## config.mk

```make
export PLATFORM = sky130hd
export DESIGN_NAME = multilevel_feedback_queue_scheduler
export DESIGN_NICKNAME = d
export VERILOG_FILES = /design/src/design/mlfq_pkg.sv /design/src/design/mlfq_alu.sv /design/src/design/mlfq_task_table.sv /design/src/design/mlfq_queue_ram.sv /design/src/design/multilevel_feedback_queue_scheduler.sv
export VERILOG_INCLUDE_DIRS = /design/src /design/src/design
export SDC_FILE = /design/constraint.sdc
export NUM_CORES = 1
export LEC_CHECK = 0
export ABC_AREA = 1
export CORE_MARGIN = 4
export CORE_UTILIZATION = 30
export DETAILED_ROUTE_END_ITERATION = 8
export DONT_BUFFER_PORTS = 1
export GPL_TIMING_DRIVEN = 0
export REMOVE_ABC_BUFFERS = 1
export SKIP_LAST_GASP = 1
export SYNTH_ARGS = -nofsm -noshare
export SYNTH_HDL_FRONTEND = slang
export SYNTH_HIERARCHICAL = 1
export SYNTH_SLANG_ARGS = --single-unit
```

## constraint.sdc

```tcl
create_clock -name clk -period 4.5 [get_ports clk]
set_clock_uncertainty 0.05 [all_clocks]
set_input_delay 0.9 -clock clk [delete_from_list [all_inputs] [get_ports clk]]
set_output_delay 0.9 -clock clk [all_outputs]
set_load 0.01 [all_outputs]
```

## src/design/multilevel_feedback_queue_scheduler_macros.svh

```systemverilog
// Assertion macros for the multilevel feedback queue scheduler.
// Used by the top level only; each macro expects clk and rst_n in scope.
`ifndef MULTILEVEL_FEEDBACK_QUEUE_SCHEDULER_MACROS_SVH
`define MULTILEVEL_FEEDBACK_QUEUE_SCHEDULER_MACROS_SVH

// The consequent must hold in the same cycle as the antecedent.
`define MLFQ_ASSERT_NOW(label, ante, cons, msg) \
  label: assert property (@(posedge clk) disable iff (!rst_n) (ante) |-> (cons)) \
    else $error(msg);

// The consequent must hold in the cycle after the antecedent.
`define MLFQ_ASSERT_NEXT(label, ante, cons, msg) \
  label: assert property (@(posedge clk) disable iff (!rst_n) (ante) |=> (cons)) \
    else $error(msg);

`endif

```

## src/design/mlfq_pkg.sv

```systemverilog
// Shared types and constants of the multilevel feedback queue scheduler.
// No dependencies; imported by every module of the block.
`timescale 1ns / 1ps

package mlfq_pkg;

  localparam int LEVELS              = 3;
  localparam int TASKS_DEFAULT       = 16;
  localparam int QUEUE_DEPTH_DEFAULT = 16;

  localparam int ID_W    = 4;
  localparam int BURST_W = 8;
  localparam int QUANT_W = 8;
  localparam int TIME_W  = 16;
  localparam int LVL_W   = 2;
  localparam int CFG_W   = 2;

  localparam logic [QUANT_W-1:0] QUANTUM0_RESET = 8'd1;
  localparam logic [QUANT_W-1:0] QUANTUM1_RESET = 8'd2;
  localparam logic [QUANT_W-1:0] QUANTUM2_RESET = 8'd4;

  localparam logic OP_ARRIVE = 1'b0;
  localparam logic OP_TICK   = 1'b1;

  localparam logic KIND_ARRIVE = 1'b0;
  localparam logic KIND_TICK   = 1'b1;

  localparam logic [CFG_W-1:0] CFG_QUANTUM0 = 2'd0;
  localparam logic [CFG_W-1:0] CFG_QUANTUM1 = 2'd1;
  localparam logic [CFG_W-1:0] CFG_QUANTUM2 = 2'd2;

  localparam logic [LVL_W-1:0] LVL_TOP    = 2'd0;
  localparam logic [LVL_W-1:0] LVL_MIDDLE = 2'd1;
  localparam logic [LVL_W-1:0] LVL_BOTTOM = 2'd2;

  typedef struct packed {
    logic               opcode;
    logic [ID_W-1:0]    task_id;
    logic [BURST_W-1:0] task_burst;
  } in_item_t;

  typedef struct packed {
    logic              result_kind;
    logic              accepted;
    logic              run_valid;
    logic [ID_W-1:0]   run_id;
    logic [TIME_W-1:0] now_time;
    logic              done_valid;
    logic [ID_W-1:0]   done_id;
  } out_item_t;

  // One task record as held in the task table.
  typedef struct packed {
    logic [BURST_W-1:0] burst;
    logic [BURST_W-1:0] served;
    logic [LVL_W-1:0]   level;
  } task_rec_t;

  // Per-field write enables of the task table.
  typedef struct packed {
    logic burst;
    logic served;
    logic level;
  } tbl_we_t;

  // Result of the shared saturating increment and compare unit.
  typedef struct packed {
    logic [BURST_W-1:0] sum;
    logic               ge;
  } alu_res_t;

endpackage

```

## src/design/mlfq_alu.sv

```systemverilog
// Shared saturating increment and compare unit of the scheduler.
// Depends on mlfq_pkg.
`timescale 1ns / 1ps

module mlfq_alu (
  input  logic [mlfq_pkg::BURST_W-1:0] a,
  input  logic [mlfq_pkg::BURST_W-1:0] b,
  output mlfq_pkg::alu_res_t           res
);
  import mlfq_pkg::*;

  logic [BURST_W-1:0] sum;

  // The counter sticks at its top value rather than wrapping.
  assign sum     = (a == {BURST_W{1'b1}}) ? a : a + 1'b1;
  assign res.sum = sum;
  assign res.ge  = (sum >= b);

endmodule

```

## src/design/mlfq_task_table.sv

```systemverilog
// Per-task table of burst length, served time and level, with registered read.
// Depends on mlfq_pkg.
`timescale 1ns / 1ps

module mlfq_task_table #(
  parameter int  TASKS = mlfq_pkg::TASKS_DEFAULT,
  localparam int IDX_W = $clog2(TASKS)
) (
  input  logic                 clk,
  input  mlfq_pkg::tbl_we_t    we,
  input  logic [IDX_W-1:0]     wr_addr,
  input  mlfq_pkg::task_rec_t  wr_data,
  input  logic [IDX_W-1:0]     rd_addr,
  output mlfq_pkg::task_rec_t  rd_data
);
  import mlfq_pkg::*;

  logic [BURST_W-1:0] burst_mem  [TASKS];
  logic [BURST_W-1:0] served_mem [TASKS];
  logic [LVL_W-1:0]   level_mem  [TASKS];

  always_ff @(posedge clk) begin
    if (we.burst) begin
      burst_mem[wr_addr] <= wr_data.burst;
    end
    if (we.served) begin
      served_mem[wr_addr] <= wr_data.served;
    end
    if (we.level) begin
      level_mem[wr_addr] <= wr_data.level;
    end
    rd_data.burst  <= burst_mem[rd_addr];
    rd_data.served <= served_mem[rd_addr];
    rd_data.level  <= level_mem[rd_addr];
  end

endmodule

```

## src/design/mlfq_queue_ram.sv

```systemverilog
// Storage of the three level queues in one memory, one write and one read port.
// Depends on mlfq_pkg.
`timescale 1ns / 1ps

module mlfq_queue_ram #(
  parameter int  QUEUE_DEPTH = mlfq_pkg::QUEUE_DEPTH_DEFAULT,
  localparam int PTR_W       = $clog2(QUEUE_DEPTH)
) (
  input  logic                        clk,
  input  logic                        wr_en,
  input  logic [mlfq_pkg::LVL_W-1:0]  wr_lvl,
  input  logic [PTR_W-1:0]            wr_ptr,
  input  logic [mlfq_pkg::ID_W-1:0]   wr_id,
  input  logic [mlfq_pkg::LVL_W-1:0]  rd_lvl,
  input  logic [PTR_W-1:0]            rd_ptr,
  output logic [mlfq_pkg::ID_W-1:0]   rd_id
);
  import mlfq_pkg::*;

  localparam int ENTRIES = LEVELS * QUEUE_DEPTH;
  localparam int AW      = $clog2(ENTRIES);

  logic [ID_W-1:0] mem [ENTRIES];
  logic [AW-1:0]   wr_addr;
  logic [AW-1:0]   rd_addr;

  // Each level owns a contiguous region of QUEUE_DEPTH entries.
  assign wr_addr = AW'(wr_lvl) * AW'(QUEUE_DEPTH) + AW'(wr_ptr);
  assign rd_addr = AW'(rd_lvl) * AW'(QUEUE_DEPTH) + AW'(rd_ptr);

  always_ff @(posedge clk) begin
    if (wr_en) begin
      mem[wr_addr] <= wr_id;
    end
    rd_id <= mem[rd_addr];
  end

endmodule

```

## src/design/multilevel_feedback_queue_scheduler.sv

```systemverilog
// Top level of the three-level feedback queue scheduler: sequencer and queue pointers.
// Depends on mlfq_pkg, mlfq_alu, mlfq_task_table, mlfq_queue_ram and the macro header.
`timescale 1ns / 1ps
`include "multilevel_feedback_queue_scheduler_macros.svh"

// The scheduler takes one transaction whenever start is high and busy is low, and
// answers every transaction with exactly one result, shown on out_data for a single
// cycle while out_valid is high; the receiver cannot stall, so the result must be
// captured in that cycle. An arrive transaction is handled in the cycle it is taken
// and its answer appears in the next cycle, while busy stays low, so arrivals may
// follow one another back to back. A tick transaction is worked through by a small
// sequencer that shares one saturating increment and compare unit: an idle tick is
// answered from the requeue and dispatch states, a tick that keeps the running task
// goes on through the charge and slice states, and a tick that dispatches a new task
// also passes the fetch and lookup states, the registered reads of the queue memory
// and of the task table. Busy is high from the cycle after a tick is accepted until
// its result is shown. The quantum registers are written through the cfg_ port, which
// is always ready; they should only be changed while no transaction is in progress.
module multilevel_feedback_queue_scheduler #(
  parameter int  TASKS       = mlfq_pkg::TASKS_DEFAULT,
  parameter int  QUEUE_DEPTH = mlfq_pkg::QUEUE_DEPTH_DEFAULT,
  localparam int IDX_W       = $clog2(TASKS),
  localparam int PTR_W       = $clog2(QUEUE_DEPTH),
  localparam int CNT_W       = $clog2(QUEUE_DEPTH + 1)
) (
  input  logic                          clk,
  input  logic                          rst_n,
  // Input transactions
  input  logic                          start,
  output logic                          busy,
  input  mlfq_pkg::in_item_t            in_data,
  // Results
  output logic                          out_valid,
  output mlfq_pkg::out_item_t           out_data,
  // Configuration writes
  input  logic                          cfg_valid,
  output logic                          cfg_ready,
  input  logic [mlfq_pkg::CFG_W-1:0]    cfg_index,
  input  logic [mlfq_pkg::QUANT_W-1:0]  cfg_data
);
  import mlfq_pkg::*;

  typedef enum logic [2:0] {
    S_IDLE,
    S_REQUEUE,
    S_DISPATCH,
    S_FETCH,
    S_LOOKUP,
    S_CHARGE,
    S_SLICE
  } state_t;

  state_t state_r, state_nxt;

  logic [QUANT_W-1:0] quantum0_r, quantum0_nxt;
  logic [QUANT_W-1:0] quantum1_r, quantum1_nxt;
  logic [QUANT_W-1:0] quantum2_r, quantum2_nxt;

  logic [PTR_W-1:0] head_r  [LEVELS];
  logic [PTR_W-1:0] head_nxt[LEVELS];
  logic [PTR_W-1:0] tail_r  [LEVELS];
  logic [PTR_W-1:0] tail_nxt[LEVELS];
  logic [CNT_W-1:0] count_r  [LEVELS];
  logic [CNT_W-1:0] count_nxt[LEVELS];

  logic [ID_W-1:0]    running_r, running_nxt;
  logic               cpu_busy_r, cpu_busy_nxt;
  logic               req_pend_r, req_pend_nxt;
  logic [QUANT_W-1:0] slice_r, slice_nxt;
  logic [TIME_W-1:0]  time_r, time_nxt;
  logic               done_r, done_nxt;
  logic               out_valid_r, out_valid_nxt;
  out_item_t          out_data_r, out_data_nxt;

  // Task table and queue memory connections.
  tbl_we_t          tbl_we;
  logic [IDX_W-1:0] tbl_wr_addr;
  task_rec_t        tbl_wr_data;
  task_rec_t        tbl_rd;
  logic             qram_wr_en;
  logic [ID_W-1:0]  qram_wr_id;
  logic [ID_W-1:0]  qram_rd_id;

  // Shared increment and compare unit.
  logic [BURST_W-1:0] alu_a;
  logic [BURST_W-1:0] alu_b;
  alu_res_t           alu_res;

  logic               any_nonempty;
  logic [LVL_W-1:0]   lvl_cur;
  logic [LVL_W-1:0]   req_lvl;
  logic [LVL_W-1:0]   disp_lvl;
  logic [LVL_W-1:0]   q_sel;
  logic [PTR_W-1:0]   sel_head;
  logic [PTR_W-1:0]   sel_tail;
  logic [CNT_W-1:0]   sel_cnt;
  logic               sel_not_full;
  logic               id_in_range;
  logic               arrive_ok;
  logic [QUANT_W-1:0] cur_quantum;

  function automatic logic [PTR_W-1:0] ptr_inc(input logic [PTR_W-1:0] p);
    return (p == PTR_W'(QUEUE_DEPTH - 1)) ? '0 : p + 1'b1;
  endfunction

  assign busy      = (state_r != S_IDLE);
  assign cfg_ready = 1'b1;
  assign out_valid = out_valid_r;
  assign out_data  = out_data_r;

  // The table is always read at the running task; the read data is registered.
  mlfq_task_table #(
    .TASKS (TASKS)
  ) u_task_table (
    .clk     (clk),
    .we      (tbl_we),
    .wr_addr (tbl_wr_addr),
    .wr_data (tbl_wr_data),
    .rd_addr (IDX_W'(running_r)),
    .rd_data (tbl_rd)
  );

  mlfq_queue_ram #(
    .QUEUE_DEPTH (QUEUE_DEPTH)
  ) u_queue_ram (
    .clk    (clk),
    .wr_en  (qram_wr_en),
    .wr_lvl (q_sel),
    .wr_ptr (sel_tail),
    .wr_id  (qram_wr_id),
    .rd_lvl (q_sel),
    .rd_ptr (sel_head),
    .rd_id  (qram_rd_id)
  );

  mlfq_alu u_alu (
    .a   (alu_a),
    .b   (alu_b),
    .res (alu_res)
  );

  assign any_nonempty = (count_r[0] != '0) || (count_r[1] != '0) || (count_r[2] != '0);

  // A stored level of three cannot arise, but it is treated as the bottom level.
  assign lvl_cur = (tbl_rd.level > LVL_BOTTOM) ? LVL_BOTTOM : tbl_rd.level;

  // A preempted task only drops a level when some other work is waiting.
  assign req_lvl = (any_nonempty && (lvl_cur < LVL_BOTTOM)) ? lvl_cur + 1'b1 : lvl_cur;

  assign disp_lvl = (count_r[0] != '0) ? LVL_TOP :
                    (count_r[1] != '0) ? LVL_MIDDLE : LVL_BOTTOM;

  // One queue is addressed per cycle: level 0 for arrivals, the requeue level,
  // or the highest non-empty level when dispatching.
  always_comb begin
    case (state_r)
      S_REQUEUE:  q_sel = req_lvl;
      S_DISPATCH: q_sel = disp_lvl;
      default:    q_sel = LVL_TOP;
    endcase
  end

  assign sel_head     = head_r[q_sel];
  assign sel_tail     = tail_r[q_sel];
  assign sel_cnt      = count_r[q_sel];
  assign sel_not_full = (sel_cnt < CNT_W'(QUEUE_DEPTH));

  assign id_in_range = (32'(in_data.task_id) < TASKS);
  assign arrive_ok   = id_in_range && sel_not_full;

  always_comb begin
    case (lvl_cur)
      LVL_TOP:    cur_quantum = quantum0_r;
      LVL_MIDDLE: cur_quantum = quantum1_r;
      default:    cur_quantum = quantum2_r;
    endcase
  end

  // The unit charges served time against the burst, then the slice against the quantum.
  assign alu_a = (state_r == S_SLICE) ? slice_r : tbl_rd.served;
  assign alu_b = (state_r == S_SLICE) ? cur_quantum : tbl_rd.burst;

  // Task table writes: a whole record on arrival, the level on a requeue and
  // the served time when a tick is charged.
  always_comb begin
    tbl_we             = '0;
    tbl_wr_addr        = IDX_W'(running_r);
    tbl_wr_data.burst  = in_data.task_burst;
    tbl_wr_data.served = alu_res.sum;
    tbl_wr_data.level  = req_lvl;
    qram_wr_en         = 1'b0;
    qram_wr_id         = running_r;
    case (state_r)
      S_IDLE: begin
        tbl_wr_addr        = IDX_W'(in_data.task_id);
        tbl_wr_data.served = '0;
        tbl_wr_data.level  = LVL_TOP;
        qram_wr_id         = in_data.task_id;
        if (start && (in_data.opcode == OP_ARRIVE) && arrive_ok) begin
          tbl_we     = '{burst: 1'b1, served: 1'b1, level: 1'b1};
          qram_wr_en = 1'b1;
        end
      end
      S_REQUEUE: begin
        if (req_pend_r) begin
          tbl_we.level = 1'b1;
          qram_wr_en   = sel_not_full;
        end
      end
      S_CHARGE: begin
        tbl_we.served = 1'b1;
      end
      default: begin
      end
    endcase
  end

  // Sequencer and next-state logic of every register.
  always_comb begin
    state_nxt     = state_r;
    quantum0_nxt  = quantum0_r;
    quantum1_nxt  = quantum1_r;
    quantum2_nxt  = quantum2_r;
    head_nxt      = head_r;
    tail_nxt      = tail_r;
    count_nxt     = count_r;
    running_nxt   = running_r;
    cpu_busy_nxt  = cpu_busy_r;
    req_pend_nxt  = req_pend_r;
    slice_nxt     = slice_r;
    time_nxt      = time_r;
    done_nxt      = done_r;
    out_valid_nxt = 1'b0;
    out_data_nxt  = out_data_r;

    if (cfg_valid) begin
      case (cfg_index)
        CFG_QUANTUM0: quantum0_nxt = cfg_data;
        CFG_QUANTUM1: quantum1_nxt = cfg_data;
        CFG_QUANTUM2: quantum2_nxt = cfg_data;
        default: begin
        end
      endcase
    end

    case (state_r)
      S_IDLE: begin
        if (start) begin
          if (in_data.opcode == OP_ARRIVE) begin
            if (arrive_ok) begin
              tail_nxt[LVL_TOP]  = ptr_inc(sel_tail);
              count_nxt[LVL_TOP] = sel_cnt + 1'b1;
            end
            out_valid_nxt            = 1'b1;
            out_data_nxt             = '0;
            out_data_nxt.result_kind = KIND_ARRIVE;
            out_data_nxt.accepted    = arrive_ok;
            out_data_nxt.now_time    = time_r;
          end else begin
            state_nxt = S_REQUEUE;
          end
        end
      end
      S_REQUEUE: begin
        if (req_pend_r) begin
          // A requeue into a full queue drops the task.
          if (sel_not_full) begin
            tail_nxt[q_sel]  = ptr_inc(sel_tail);
            count_nxt[q_sel] = sel_cnt + 1'b1;
          end
          cpu_busy_nxt = 1'b0;
          req_pend_nxt = 1'b0;
        end
        state_nxt = S_DISPATCH;
      end
      S_DISPATCH: begin
        if (cpu_busy_r) begin
          state_nxt = S_CHARGE;
        end else if (any_nonempty) begin
          head_nxt[q_sel]  = ptr_inc(sel_head);
          count_nxt[q_sel] = sel_cnt - 1'b1;
          cpu_busy_nxt     = 1'b1;
          slice_nxt        = '0;
          state_nxt        = S_FETCH;
        end else begin
          // Nothing to run: time still moves on.
          time_nxt                 = time_r + 1'b1;
          out_valid_nxt            = 1'b1;
          out_data_nxt             = '0;
          out_data_nxt.result_kind = KIND_TICK;
          out_data_nxt.now_time    = time_r + 1'b1;
          state_nxt                = S_IDLE;
        end
      end
      S_FETCH: begin
        running_nxt = qram_rd_id;
        state_nxt   = S_LOOKUP;
      end
      S_LOOKUP: begin
        state_nxt = S_CHARGE;
      end
      S_CHARGE: begin
        done_nxt  = alu_res.ge;
        state_nxt = S_SLICE;
      end
      S_SLICE: begin
        slice_nxt = alu_res.sum;
        time_nxt  = time_r + 1'b1;
        if (done_r) begin
          cpu_busy_nxt = 1'b0;
        end else if (alu_res.ge) begin
          req_pend_nxt = 1'b1;
          cpu_busy_nxt = 1'b0;
        end
        out_valid_nxt            = 1'b1;
        out_data_nxt             = '0;
        out_data_nxt.result_kind = KIND_TICK;
        out_data_nxt.run_valid   = 1'b1;
        out_data_nxt.run_id      = running_r;
        out_data_nxt.now_time    = time_r + 1'b1;
        out_data_nxt.done_valid  = done_r;
        out_data_nxt.done_id     = done_r ? running_r : '0;
        state_nxt                = S_IDLE;
      end
      default: begin
        state_nxt = S_IDLE;
      end
    endcase
  end

  always_ff @(posedge clk) begin
    if (!rst_n) begin
      state_r     <= S_IDLE;
      quantum0_r  <= QUANTUM0_RESET;
      quantum1_r  <= QUANTUM1_RESET;
      quantum2_r  <= QUANTUM2_RESET;
      head_r      <= '{default: '0};
      tail_r      <= '{default: '0};
      count_r     <= '{default: '0};
      running_r   <= '0;
      cpu_busy_r  <= 1'b0;
      req_pend_r  <= 1'b0;
      slice_r     <= '0;
      time_r      <= '0;
      done_r      <= 1'b0;
      out_valid_r <= 1'b0;
    end else begin
      state_r     <= state_nxt;
      quantum0_r  <= quantum0_nxt;
      quantum1_r  <= quantum1_nxt;
      quantum2_r  <= quantum2_nxt;
      head_r      <= head_nxt;
      tail_r      <= tail_nxt;
      count_r     <= count_nxt;
      running_r   <= running_nxt;
      cpu_busy_r  <= cpu_busy_nxt;
      req_pend_r  <= req_pend_nxt;
      slice_r     <= slice_nxt;
      time_r      <= time_nxt;
      done_r      <= done_nxt;
      out_valid_r <= out_valid_nxt;
    end
    out_data_r <= out_data_nxt;
  end

  // A tick is never answered in the cycle straight after it is taken.
  `MLFQ_ASSERT_NEXT(a_tick_holds_busy, start && !busy && (in_data.opcode == OP_TICK), busy && !out_valid, "tick transaction did not hold busy")

  // A tick report is shown only once the sequencer has returned to idle.
  `MLFQ_ASSERT_NOW(a_tick_result_idle, out_valid && (out_data.result_kind == KIND_TICK), !busy, "tick result shown while still busy")

  // A finished task is always the task that was served in that tick.
  `MLFQ_ASSERT_NOW(a_done_is_run, out_valid && out_data.done_valid, out_data.run_valid && (out_data.done_id == out_data.run_id), "finished task differs from served task")

  // A task cannot both hold the CPU and wait for its requeue, and no queue overfills.
  `MLFQ_ASSERT_NOW(a_state_consistent, !busy, !(cpu_busy_r && req_pend_r) && (count_r[0] <= CNT_W'(QUEUE_DEPTH)) && (count_r[1] <= CNT_W'(QUEUE_DEPTH)) && (count_r[2] <= CNT_W'(QUEUE_DEPTH)), "inconsistent scheduler state")

endmodule

```

* Word-level counts from Yosys, hierarchy flattened
Memories as Yosys holds them, arrays and structs flattened. A register that Yosys moved wholly into a read port is not among the register bits. Index checks and enable logic that the tools add are counted.
Word-level totals: flip-flop bits (word level) 126, bits in latches 0, bits in writable memories 480, memory bits (read-only) 0, memories 4
Memory list:
- u_queue_ram.mem | depth 48, width 4, rd ports 1, clocked after Yosys merged registers in 1, write ports 1, RTL line mlfq_queue_ram.sv:23 | logic [ID_W-1:0] mem [ENTRIES];
- u_task_table.burst_mem | depth 16, width 8, rd ports 1, clocked after Yosys merged registers in 1, write ports 1, RTL line mlfq_task_table.sv:18 | logic [BURST_W-1:0] burst_mem [TASKS];
- u_task_table.served_mem | depth 16, width 8, rd ports 1, clocked after Yosys merged registers in 1, write ports 1, RTL line mlfq_task_table.sv:19 | logic [BURST_W-1:0] served_mem [TASKS];
- u_task_table.level_mem | depth 16, width 2, rd ports 1, clocked after Yosys merged registers in 1, write ports 1, RTL line mlfq_task_table.sv:20 | logic [LVL_W-1:0] level_mem [TASKS];
Operators by class: add/subtract/negate cells 9, multipliers 0, divide/modulo/power cells 0, $lt $le $gt $ge 6, eq/ne operators 24, shift operators 0, mux-type cells 92, bitwise logic cells 3, reduce and logical (&&, ||, !) cells 34
Operators with widths (number):
- two-way mux 28 bit | 4
- case mux 28 bit (3 select lines) | 1
- two-way mux 15 bit | 4
- two-way mux 4 bit | 12
- two-way mux 8 bit | 5
- two-way mux 16 bit | 2
- case mux 16 bit (2 select lines) | 1
- case mux 8 bit (2 select lines) | 2
- bitwise mux 15 bit | 2
- two-way mux 5 bit | 6
- bitwise mux 12 bit | 2
- two-way mux 12 bit | 2
- two-way mux 1 bit | 23
- != test 2 bit, second input constant | 11
- case mux 10 bit (2 select lines) | 1
- case mux 3 bit (6 select lines) | 1
- AND reduction 3 bit | 6
- adder 16 x 1 -> 16 bit, second input constant | 1
- binary-select mux 4 bit (select 2 bit) | 2
- case mux 5 bit (3 select lines) | 1
- nonzero test 5 bit | 3
- adder 6 x 4 -> 6 bit | 2
- two-way mux 3 bit | 4
- nonzero test 3 bit | 4
- other kinds (39) | 66

* Longest topological paths before layout
Gate-level depths: netlist of run 1.
depth after elaboration 16, depth in mapped cells 25

* Modules after synthesis
The synthesis of run 1 kept the hierarchy.
Modules (own cells, without submodules):
- mlfq_task_table | instances 1, cells each 1260, area each 12967.4 µm²
- mlfq_queue_ram | instances 1, cells each 697, area each 8127.8 µm²
- multilevel_feedback_queue_scheduler | instances 1, cells each 889, area each 6507.5 µm²
- mlfq_alu | instances 1, cells each 75, area each 417.9 µm²

* Worst setup path after synthesis of run 1
Ideal clock, no wire load.
path kind register to register, from register state_r[0], to memory u_task_table.burst_mem[5][0], enable pin, library setup time 0.370 ns, arrival 3.858 ns, required time 4.080 ns, setup slack 0.222 ns, cell stages (with the launch flop) 10, period minus slack after synthesis 4.278 ns, cell sequence dfxtp_1 -> nor2_1 -> inv_1 -> nor2_1 -> clkbuf_1 -> o21ai_0 -> inv_1 -> nor2_1 -> nand2_1 -> nor2_1
Between the ends: elaborated cells between the ends (all ways) 15
RTL lines:
- start: declaration | RTL line multilevel_feedback_queue_scheduler.sv:53 | state_t state_r, state_nxt;
- start signal: assignment | RTL line multilevel_feedback_queue_scheduler.sv:348 | state_r <= state_nxt;
- logical NOT 3 bit
- two-way mux 4 bit
- named net qram_wr_id[2] | RTL line multilevel_feedback_queue_scheduler.sv:81 | logic [ID_W-1:0] qram_wr_id;
- end: declaration | RTL line mlfq_task_table.sv:18
The timed path passes the listed nets, and every way through them passes these cells. The select of a mux whose other input is x is not followed.

* Worst setup path in the final report of run 1
from register state_r[1], to memory u_queue_ram.mem[21][2], enable pin
Between the ends: word-level cells in the longest chain between the ends 12, elaborated cells between the ends (all ways) 19
RTL lines:
- equality test 3 x 2 -> 1 bit or equality test 3 x 1 -> 1 bit (tied branches) | RTL line multilevel_feedback_queue_scheduler.sv:156, multilevel_feedback_queue_scheduler.sv:193
- case mux 2 bit (2 select lines) | RTL line multilevel_feedback_queue_scheduler.sv:156 | case (state_r)
- NOT 2 -> 3 bit (implied by the code) | RTL line multilevel_feedback_queue_scheduler.sv:165 | assign sel_cnt = count_r[q_sel];
- binary-select mux 5 bit (select 2 bit) | RTL line multilevel_feedback_queue_scheduler.sv:165
- two-way mux 5 bit (implied by the code) (2 in series) | RTL line multilevel_feedback_queue_scheduler.sv:165
- < comparator 5 bit | RTL line multilevel_feedback_queue_scheduler.sv:166 | assign sel_not_full = (sel_cnt < CNT_W'(QUEUE_DEPTH));
- logical AND 1 bit | RTL line multilevel_feedback_queue_scheduler.sv:199 | if (start && (in_data.opcode == OP_ARRIVE) && arrive_ok) begin
- two-way mux 1 bit | RTL line multilevel_feedback_queue_scheduler.sv:199
- case mux 1 bit (2 select lines) (*) | RTL line multilevel_feedback_queue_scheduler.sv:193 | case (state_r)
- named net qram_wr_en | RTL line multilevel_feedback_queue_scheduler.sv:80 | logic qram_wr_en;
- two-way mux 1 bit (*) | RTL line mlfq_queue_ram.sv:32 | if (wr_en) begin
- two-way mux 1 bit (implied by the code) (*) | RTL line mlfq_queue_ram.sv:33 | mem[wr_addr] <= wr_id;
- end: declaration | RTL line mlfq_queue_ram.sv:23
The timed path passes the listed nets; every way through them passes the cells marked *. The select of a mux whose other input is x is not followed.

==> results.sh, run 1 <==
export IMPL_ir_drop_mv=0.2715
export IMPL_synthFlopType="edfxtp_1"
export IMPL_required_ns=4.68
export IMPL_combPwrFrac_pct=29.0
export IMPL_ys_ff_latch=628
export IMPL_synthTopCellsByArea="edfxtp_1, nand2_1, dfxtp_1, nand3_1, inv_1"
export IMPL_drv_slew=0
export IMPL_crit_type="register to register"
export IMPL_detail_route_antenna_nets=0
export IMPL_end_kind="register"
export IMPL_status="completed"
export IMPL_cts_tree="built"
export IMPL_hold_viol=0
export IMPL_fill_cells=9319
export IMPL_final_common_cell="nand2_1"
export IMPL_cap_violations=0
export IMPL_die_area_sq_um=98350
export IMPL_critical_path_cell_chain="inv_2 -> nor2_4 -> inv_2 -> nor2_8 -> nand2_2 -> nand2_4 -> inv_4 -> nand2_2 -> nand2_4 -> nor2_2 -> inv_2 -> nand2_2 -> nand3_1 -> nor4_1"
export IMPL_clock_power_share_pct=30.7
export IMPL_wire_per_inst_microns=16.65
export IMPL_netlist_cell_type_count=49
export IMPL_hpwl_mm=42.79
export IMPL_setup_tns_ns=0
export IMPL_synth_xor_area_share_pct=0.6832
export IMPL_hp_start="in_data[1]"
export IMPL_crit_path_max_fanout=23
export IMPL_wl_mm=69.74
export IMPL_synth_mux_area_share_pct=0
export IMPL_fp_dieW_microns=313.6
export IMPL_tightestPinTransition_ns=1.292
export IMPL_antenna_found_initial=1
export IMPL_pwr_share_seq_pct=40.3
export IMPL_crit_start="state_r[1]"
export IMPL_start_kind="register"
export IMPL_grt_usage_pct=13.90
export IMPL_yosys_area_share_simple_pct=23.03
export IMPL_synth_compound_area_share_pct=4.948
export IMPL_coreArea_sq_um=92220
export IMPL_netlist_area_sq_um=28020
export IMPL_layout_common_cells="nand2_1, edfxtp_1, nand3_1, inv_1, nor2_1"
export IMPL_path_buf_inv=4
export IMPL_crit_family="simple AND/OR/NAND/NOR gates"
export IMPL_r2r_start="state_r[1]"
export IMPL_place_ws_ns=-0.3339
export IMPL_synthCells=2921
export IMPL_avgSynthCellArea_sq_um=9.593
export IMPL_post_route_period_util_pct=95.42
export IMPL_cts_sinks=628
export IMPL_max_stage_delay_ns=0.81
export IMPL_async_flop_share_pct=0
export IMPL_io_buffer_count=0
export IMPL_fmax_mhz=232.9
export IMPL_grt_max_degree=97
export IMPL_ctsLongestPathBuffers=3
export IMPL_grt_pass1_wl_mm=106.5
export IMPL_routabilityCongestion=0.8205
export IMPL_synth_edf_count=508
export IMPL_vias=19456
export IMPL_fp_dieH_microns=313.6
export IMPL_first_global_vias=18535
export IMPL_areaGrowthSynthToFinish_pct=13.26
export IMPL_internal_power_mw=11.75
export IMPL_dr_first_iter_drc_count=1764
export IMPL_synth_top_area_share_pct=54.44
export IMPL_setup_violations=0
export IMPL_worstPathArrival_ns=4.47
export IMPL_layout_setup_ws_ns=0.2062
export IMPL_r2r_slack_ns=0.21
export IMPL_crit_path_top_delay_cell="nor4_1"
export IMPL_start_util_pct=30.39
export IMPL_p_switching_mw=6.339
export IMPL_cts_buffers_inserted=71
export IMPL_hold_class="input port to register"
export IMPL_synthAdderAreaFrac_pct=0.6251
export IMPL_final_core_util_pct=34.41
export IMPL_layout_drive_gt1_share_pct=8.353
export IMPL_layout_nets=2932
export IMPL_p_leak_nw=12.28
export IMPL_cts_max_level=3
export IMPL_ys_warnings_count=6
export IMPL_drc=0
export IMPL_rows=111
export IMPL_synth_top_family_by_area="simple AND/OR/NAND/NOR gates"
export IMPL_via_per_inst=4.646
export IMPL_pin_count=58
export IMPL_grt_setup_unrepaired="true"
export IMPL_grt_overflow_total=0
export IMPL_period_needed_ns=4.294
export IMPL_worst_slew_margin_rel_pct=13.83
export IMPL_dr_pass1_iters=6
export IMPL_worstSkewPairLatency_ns=0.63
export IMPL_final_area_sq_um=31740
export IMPL_clock_root_buffer="clkbuf_16"
export IMPL_holdBufCountCts=0
export IMPL_synth_top_area_cell="edfxtp_1"
export IMPL_placed_cell_area_sq_um=29220
export IMPL_p_per_area_nw_per_um2=570.0
export IMPL_n_antenna_cell=0
export IMPL_p_sw_share_pct=35.04
export IMPL_power_mw=18.09
export IMPL_ys_seq_area_share_pct=63.01
export IMPL_path_clk_slew_ns=0.06
## Yosys cell counts, types with 2 or more instances
master,count
a21oi_1,80
nor2_2,7
dfxtp_1,120
inv_1,350
a21oi_2,3
inv_4,3
clkbuf_1,43
clkinv_1,2
a211oi_1,3
buf_2,53
buf_1,10
xnor2_1,3
edfxtp_1,508
nor3_1,12
nand3_4,2
nor2_1,263
buf_6,21
o21ai_2,2
inv_2,17
o211ai_1,16
xor2_1,17
nand2_4,5
nand3_1,387
buf_4,4
nand3_2,9
a22oi_1,3
nand2_2,10
ha_1,14
nor4_1,8
o21ai_1,37
a31oi_1,8
nand4_1,14
o21ai_0,90
o21a_1,4
nor2_4,10
nand2_1,770
## through the flow
| stage | instances | hold WS (ns) |
|---|---|---|
| final | 4188 | 0.3149 |
| after global routing | 4188 | 0.2795 |
| after CTS | 4177 | 0.2729 |
| after detailed placement | 4045 | 0.3951 |
| after global placement | 4032 | 0.3892 |
| after floorplan | 2789 | 0.3792 |
## kinds of logic (layout without fill, tap and decap cells)
group           after synthesis  in the layout
fa+ha+maj                    14             14
flops                       628            628
xor+xnor                     21             21
compound gates              252            253
other cells                   1              1
buf+inv                     505            527
simple gates               1500           1501
## power groups by stage
stage	combinational (mW)	sequential [mW]	clock [mW]
6_report	5.25	7.29	5.55
5_1_grt	5.78	7.33	5.94
4_1_cts	5.03	7.29	5.68
3_5_place_dp	4.89	7.41	0
3_3_place_gp	4.67	7.51	0
2_1_floorplan	3.21	7.36	0
## routing by layer
layer	track usage, %	share of wire, %	vias up
met1	17.99	43	9196
met3	3.527	7.1	134
met5	0	0.016	-
li1	-	-	9602
met2	22.59	46	522
met4	5.040	3.0	2
## worst reg2reg max path: stages (launching register included)
cell and delay, ns:
dfxtp_1 0.42, inv_2 0.12, nor2_4 0.34, inv_2 0.25, nor2_8 0.25, nand2_2 0.10, nand2_4 0.29, inv_4 0.17
nand2_2 0.13, nand2_4 0.10, nor2_2 0.31, inv_2 0.09, nand2_2 0.18, nand3_1 0.30, nor4_1 0.81
## repair_timing
action | 4_1_cts | 5_1_grt
gates cloned | 3 | 1
pin swaps | 0 | 4
gates resized for setup | 7 | 24
setup buffers | 2 | 9
setup endpoints to repair | 16 | 321
## state kept, by name (all words and copies together), names as in the netlist, 15 cells and up
| signal | count |
|---|---|
| u_queue_ram/mem | 192 |
| u_task_table/burst_mem | 128 |
| u_task_table/served_mem | 128 |
| u_task_table/level_mem | 32 |
| out_data | 28 |
| u_task_table/rd_data | 18 |
| time_r | 16 |
| count_r | 15 |
## area by class of cell
cell class	instances	area [sq um]	area share, %
Inverter	373	1435	4.522
Tap cell	1243	1555	4.900
Multi-Input combinational cell	1790	8361	26.34
Clock buffer	94	1954	6.158
Timing Repair inverter	2	15.01	0.04731
Clock inverter	33	302.8	0.9541
Sequential cell	628	17670	55.66
Timing Repair Buffer	25	447.9	1.411
## worst paths after layout
kind | end | cells past startpoint
max reg2reg | u_queue_ram/mem[21][2] | 14
min reg2reg | tail_r[2] | 2
max | u_queue_ram/mem[21][2] | 14
min | u_task_table/burst_mem[10][1] | 0
Power figures use the tool's default switching activity.
==> run 2, diff against run 1 <==
Settings changed: GPL_TIMING_DRIVEN 0 to default.
==> run 2 against run 1 <==
  * Hold slack improved by 0.0090 ns
  * Sequential power about the same
  * Critical path depth decreased by 2
  * Sequential cell count unchanged
  * Clock power up 2%
  * Non-clock buffer count is 29 higher
  * Die area stayed put
  * Core utilization down 0.11 points
  * Combinational power shrank 6.1%
  * Setup slack better by 0.53 ns
  * Critical endpoint is now u_queue_ram/mem[13][0]
  * Register-to-register slack improved by 0.53 ns
  * Sequential share of layout area increased by 0.16 points
==> results.sh, run 2 (synthesis results as in run 1) <==
export IMPL_status="completed"
export IMPL_crit_type="register to register"
export IMPL_wire_per_inst_microns=16.85
export IMPL_routabilityCongestion=0.8421
export IMPL_pwr_share_seq_pct=40.7
export IMPL_start_util_pct=30.39
export IMPL_setup_tns_ns=0
export IMPL_vias=19635
export IMPL_combPwrFrac_pct=27.6
export IMPL_wl_mm=71.04
export IMPL_regArea_sq_um=17660
export IMPL_via_per_inst=4.657
export IMPL_antenna_found_initial=8
export IMPL_p_per_area_nw_per_um2=564.4
export IMPL_cts_buffers_inserted=70
export IMPL_cts_max_level=3
export IMPL_detail_route_antenna_nets=0
export IMPL_layout_nets=2956
export IMPL_p_sw_share_pct=34.86
export IMPL_crit_family="simple AND/OR/NAND/NOR gates"
export IMPL_ir_drop_mv=0.2915
export IMPL_fin_cells=4216
export IMPL_holdBufCountCts=0
export IMPL_grt_busiest_layer="met2"
export IMPL_dr_pass1_iters=6
export IMPL_final_area_sq_um=31640
export IMPL_placed_cell_area_sq_um=29340
export IMPL_end_kind="register"
export IMPL_io_buffer_count=0
export IMPL_drc=0
export IMPL_worst_slew_margin_rel_pct=29.10
export IMPL_max_stage_delay_ns=0.54
export IMPL_clock_root_buffer="clkbuf_16"
export IMPL_pin_count=58
export IMPL_hold_class="input port to register"
export IMPL_cts_sinks=628
export IMPL_fmax_mhz=265.9
export IMPL_first_global_vias=19065
export IMPL_hold_viol=0
export IMPL_internal_power_mw=11.63
export IMPL_place_inst=4086
export IMPL_fp_dieH_microns=313.6
export IMPL_clock_power_share_pct=31.7
export IMPL_required_ns=4.72
export IMPL_fill_cells=9348
export IMPL_multi_input_area_sq_um=8274
export IMPL_grt_setup_unrepaired="false"
export IMPL_hpwl_mm=44.67
export IMPL_die_area_sq_um=98350
export IMPL_crit_start="u_task_table/rd_data[1]"
export IMPL_grt_usage_pct=14.25
export IMPL_fp_dieW_microns=313.6
export IMPL_r2r_start="u_task_table/rd_data[1]"
export IMPL_crit_path_top_delay_cell="dfxtp_1"
export IMPL_start_kind="register"
export IMPL_grt_use_met1_pct=18.76
export IMPL_p_leak_nw=12.38
export IMPL_final_core_util_pct=34.31
export IMPL_period_needed_ns=3.761
export IMPL_final_common_cell="nand2_1"
export IMPL_p_switching_mw=6.225
export IMPL_crit_path_max_fanout=22
export IMPL_post_route_period_util_pct=83.58
export IMPL_worstSkewPairLatency_ns=0.63
export IMPL_cts_tree="built"
export IMPL_ctsLongestPathBuffers=3
export IMPL_cts_resized=0
export IMPL_coreArea_sq_um=92220
export IMPL_grt_overflow_total=0
export IMPL_met2_usage_pct=22.86
export IMPL_drv_slew=0
export IMPL_path_buf_inv=3
export IMPL_dr_first_iter_drc_count=1736
export IMPL_grt_pass1_wl_mm=109.2
export IMPL_met3_usage_pct=3.481
export IMPL_reg_top3="u_queue_ram/mem (192), u_task_table/burst_mem (128), u_task_table/served_mem (128)"
export IMPL_rows=111
export IMPL_cts_setup_buffers=0
export IMPL_largest_register_ffs=192
export IMPL_hp_start="in_data[2]"
export IMPL_tightestPinTransition_ns=1.064
export IMPL_worstPathArrival_ns=3.98
export IMPL_layout_drive_gt1_share_pct=8.213
export IMPL_regMostFlops="u_queue_ram/mem"
export IMPL_critical_path_cell_chain="inv_1 -> nand2_1 -> nand2_2 -> nand3_2 -> nand2_4 -> inv_2 -> nand2_4 -> o21ai_1 -> a21oi_2 -> inv_1 -> nand4_1 -> nor2_1"
export IMPL_cap_violations=0
export IMPL_setup_violations=0
export IMPL_areaGrowthSynthToFinish_pct=12.90
export IMPL_path_clk_slew_ns=0.06
export IMPL_layout_common_cells="nand2_1, edfxtp_1, nand3_1, inv_1, nor2_1"
export IMPL_grt_max_degree=101
run 2: changes by cell type in the layout (fill, tap and decap cells not counted), sizes merged:
cell and delta:
a21oi -1, clkinv +5, bufinv +2, clkbuf -1
buf +29, nor2 -1, clkinvlp -8, inv +1
diode +2
run 2: layer usage:
| layer | part of all wire (%) | wire [microns] |
|---|---|---|
| met1 | 44 | 31310 |
| met2 | 46 | 32500 |
| met3 | 7.1 | 5058 |
| met4 | 3.0 | 2137 |
| met5 | 0.051 | 36 |
run 2: worst register-to-register path: stages (launching register included):
cell	delay (ns)
dfxtp_1	0.54
inv_1	0.26
nand2_1	0.13
nand2_2	0.09
nand3_2	0.12
nand2_4	0.20
inv_2	0.27
nand2_4	0.12
o21ai_1	0.23
a21oi_2	0.15
inv_1	0.23
nand4_1	0.50
nor2_1	0.52
run 2: layout make-up:
class / instances / share of cell area [%]
Multi-Input combinational cell: 1788 / 26.15
Sequential cell: 628 / 55.83
Clock buffer: 93 / 6.071
Timing Repair Buffer: 54 / 1.400
Clock inverter: 35 / 1.159
Tap cell: 1243 / 4.916
Antenna cell: 2 / 0.01582
Inverter: 373 / 4.457
run 2: worst paths after layout:
check,end,slack (ns),cells past startpoint
worst max register to register,u_queue_ram/mem[13][0],0.74,12
worst max-delay path,u_queue_ram/mem[13][0],0.74,12
worst min-delay path,u_task_table/burst_mem[0][2],0.32,0
worst min register to register,slice_r[0],0.41,2
run 2: through the flow:
step | hold WS [ns] | setup WS, ns | power [mW]
CTS | 0.2753 | 0.7191 | 17.98
global placement | 0.3930 | 0.8159 | 12.27
detailed placement | 0.4007 | 0.7441 | 12.29
global route | 0.2831 | 0.2994 | 18.84
finish | 0.3239 | 0.7389 | 17.86
floorplan | 0.3792 | -1.988 | 10.57
run 2: power by group through the flow:
stage | Sequential, mW | Combinational [mW] | Clock (mW)
final | 7.27 | 4.93 | 5.66
after CTS | 7.27 | 4.93 | 5.78
after global routing | 7.30 | 5.51 | 6.03
after global placement | 7.39 | 4.88 | 0
after detailed placement | 7.39 | 4.90 | 0
after floorplan | 7.36 | 3.21 | 0
==> run 3, diff against run 2 <==
Clock period 4.5 ns to 3.4 ns, I/O delays scaled along.
==> run 3 against run 2 <==
  * Sequential cell count unchanged
  * Fmax grew 17%
  * Combinational power grew 37%
  * Power rose by 33%
  * Setup slack got worse by 0.54 ns
  * Via count is 1.3% higher
  * Count of clock-buffer cells in the layout shrank 5
  * Critical path type unchanged
  * Largest cell class unchanged
  * Largest power group unchanged
==> results.sh, run 3 (synthesis results as in run 1) <==
export IMPL_status="completed"
export IMPL_internal_power_mw=15.65
export IMPL_wl_mm=71.50
export IMPL_drc=0
export IMPL_fmax_mhz=312.1
export IMPL_areaGrowthSynthToFinish_pct=14.43
export IMPL_grt_overflow_total=0
export IMPL_dr_pass1_iters=5
export IMPL_cp_num_cells=14
export IMPL_antenna_found_initial=7
export IMPL_fill_cells=9281
export IMPL_hold_viol=0
export IMPL_ir_drop_mv=0.5837
export IMPL_die_area_sq_um=98350
export IMPL_io_buffer_count=0
export IMPL_grt_pass1_wl_mm=111.5
export IMPL_post_route_period_util_pct=94.24
export IMPL_crit_family="simple AND/OR/NAND/NOR gates"
export IMPL_crit_path_max_fanout=16
export IMPL_setup_violations=0
export IMPL_ctsLongestPathBuffers=3
export IMPL_required_ns=3.58
export IMPL_rows=111
export IMPL_cap_violations=0
export IMPL_hold_class="input port to register"
export IMPL_largest_register_ffs=192
export IMPL_critical_path_cell_chain="nor2_1 -> nand3_2 -> inv_2 -> nand3_2 -> nand2_2 -> nand3_2 -> nand2_4 -> o21ai_1 -> nand2_2 -> nand2_4 -> nor2_2 -> buf_4 -> inv_1 -> nor2_1"
export IMPL_coreArea_sq_um=92220
export IMPL_regMostFlops="u_queue_ram/mem"
export IMPL_layout_nets=3005
export IMPL_path_buf_inv=3
export IMPL_start_kind="register"
export IMPL_clock_power_share_pct=31.3
export IMPL_p_leak_nw=12.61
export IMPL_end_kind="register"
export IMPL_grt_setup_unrepaired="true"
export IMPL_grt_usage_pct=14.46
export IMPL_holdBufCountCts=0
export IMPL_layout_common_cells="nand2_1, edfxtp_1, nand3_1, inv_1, nor2_1"
export IMPL_layout_drive_gt1_share_pct=9.778
export IMPL_detail_route_antenna_nets=0
export IMPL_hpwl_mm=45.83
export IMPL_p_switching_mw=8.130
export IMPL_worstPathArrival_ns=3.39
export IMPL_final_area_sq_um=32060
export IMPL_reg_top3="u_queue_ram/mem (192), u_task_table/burst_mem (128), u_task_table/served_mem (128)"
export IMPL_crit_path_top_delay_cell="nor2_1"
export IMPL_crit_type="register to register"
export IMPL_cts_max_level=3
export IMPL_grt_max_degree=146
export IMPL_start_util_pct=30.39
export IMPL_vias=19893
export IMPL_final_common_cell="nand2_1"
export IMPL_max_stage_delay_ns=0.76
export IMPL_fin_cells=4262
export IMPL_fp_dieH_microns=313.6
export IMPL_p_sw_share_pct=34.19
export IMPL_pwr_share_seq_pct=40.4
export IMPL_cts_sinks=628
export IMPL_combPwrFrac_pct=28.4
export IMPL_wire_per_inst_microns=16.78
export IMPL_drv_slew=0
export IMPL_reg2reg_depth=14
export IMPL_fp_dieW_microns=313.6
export IMPL_cts_tree="built"
export IMPL_period_needed_ns=3.204
export IMPL_min_path_cells=0
export IMPL_cts_buffers_inserted=68
export IMPL_tightestPinTransition_ns=1.199
export IMPL_path_clk_slew_ns=0.06
export IMPL_pin_count=58
export IMPL_critPathMostFrequentCell="nand3_2"
export IMPL_place_inst=4135
export IMPL_via_per_inst=4.668
export IMPL_dr_first_iter_drc_count=1746
export IMPL_clock_root_buffer="clkbuf_16"
export IMPL_worst_slew_margin_rel_pct=19.77
export IMPL_worstSkewPairLatency_ns=0.62
export IMPL_p_per_area_nw_per_um2=741.6
export IMPL_first_global_vias=19243
export IMPL_routabilityCongestion=0.8484
export IMPL_placed_cell_area_sq_um=29770
run 3: cell types whose count changed in the layout (fill, tap and decap cells not counted), moves of 2 or more:
cell / previous run / this run
buf_4: 51 / 96
nor2_1: 261 / 252
nor2_2: 9 / 18
clkinv_2: 15 / 7
clkinv_1: 6 / 13
buf_12: 3 / 8
bufinv_16: 4 / 8
clkbuf_16: 72 / 68
clkbuf_1: 17 / 15
clkinvlp_4: 2 / 4
inv_8: 2 / 0
run 3: power groups by stage:
| stage | logic, mW | registers, mW | clock network (mW) |
|---|---|---|---|
| after CTS | 6.74 | 9.60 | 7.61 |
| final | 6.75 | 9.60 | 7.43 |
| after floorplan | 4.24 | 9.74 | 0 |
| after global placement | 6.65 | 9.76 | 0 |
| after detailed placement | 6.70 | 9.76 | 0 |
| after global routing | 7.52 | 9.64 | 7.93 |
run 3: final cells by class:
cell class	count	area (sq um)	share of cell area, %
tap	1243	1555	4.850
clock buffer	88	1827	5.697
multi-input combinational	1788	8297	25.88
clock inverter	35	416.7	1.299
inverter	373	1409	4.394
timing repair buffer	105	892.1	2.782
antenna	2	5.005	0.01561
sequential	628	17660	55.09
run 3: path summary, 6_finish.rpt:
kind	from	endpoint	slack, ns
worst max-delay path	count_r[12]	u_task_table/burst_mem[14][2]	0.20
worst min-delay path	in_data[6]	u_task_table/burst_mem[1][6]	0.10
worst max register to register	count_r[12]	u_task_table/burst_mem[14][2]	0.20
worst min register to register	tail_r[2]	tail_r[2]	0.40
run 3: what timing repair did:
item / in CTS / in global routing
resized for setup: 0 / 11
setup buffers: 0 / 2
endpoints found under the setup margin: 0 / 103
run 3: through the flow:
step                utilization, %  setup WS (ns)  power, mW  setup TNS, ns  hold slack [ns]
global placement             32.29         0.1237      16.40              0           0.3895
CTS                          34.72        0.08421      23.95              0          0.06404
finish                       34.77         0.1958      23.78              0           0.1048
global route                 34.76       -0.04763      25.09         -1.580          0.07764
detailed placement           32.29        0.08760      16.46              0           0.3951
floorplan                        -         -3.088      13.98       -1090.92           0.3792
run 3: metal layers:
| metal | routed length, microns | track usage [%] | up-vias |
|---|---|---|---|
| met2 | 33090 | 23.04 | 590 |
| met5 | 58 | 0 | - |
| li1 | - | - | 9731 |
| met1 | 30590 | 19.05 | 9421 |
| met3 | 5923 | 4.100 | 141 |
| met4 | 1839 | 4.695 | 10 |
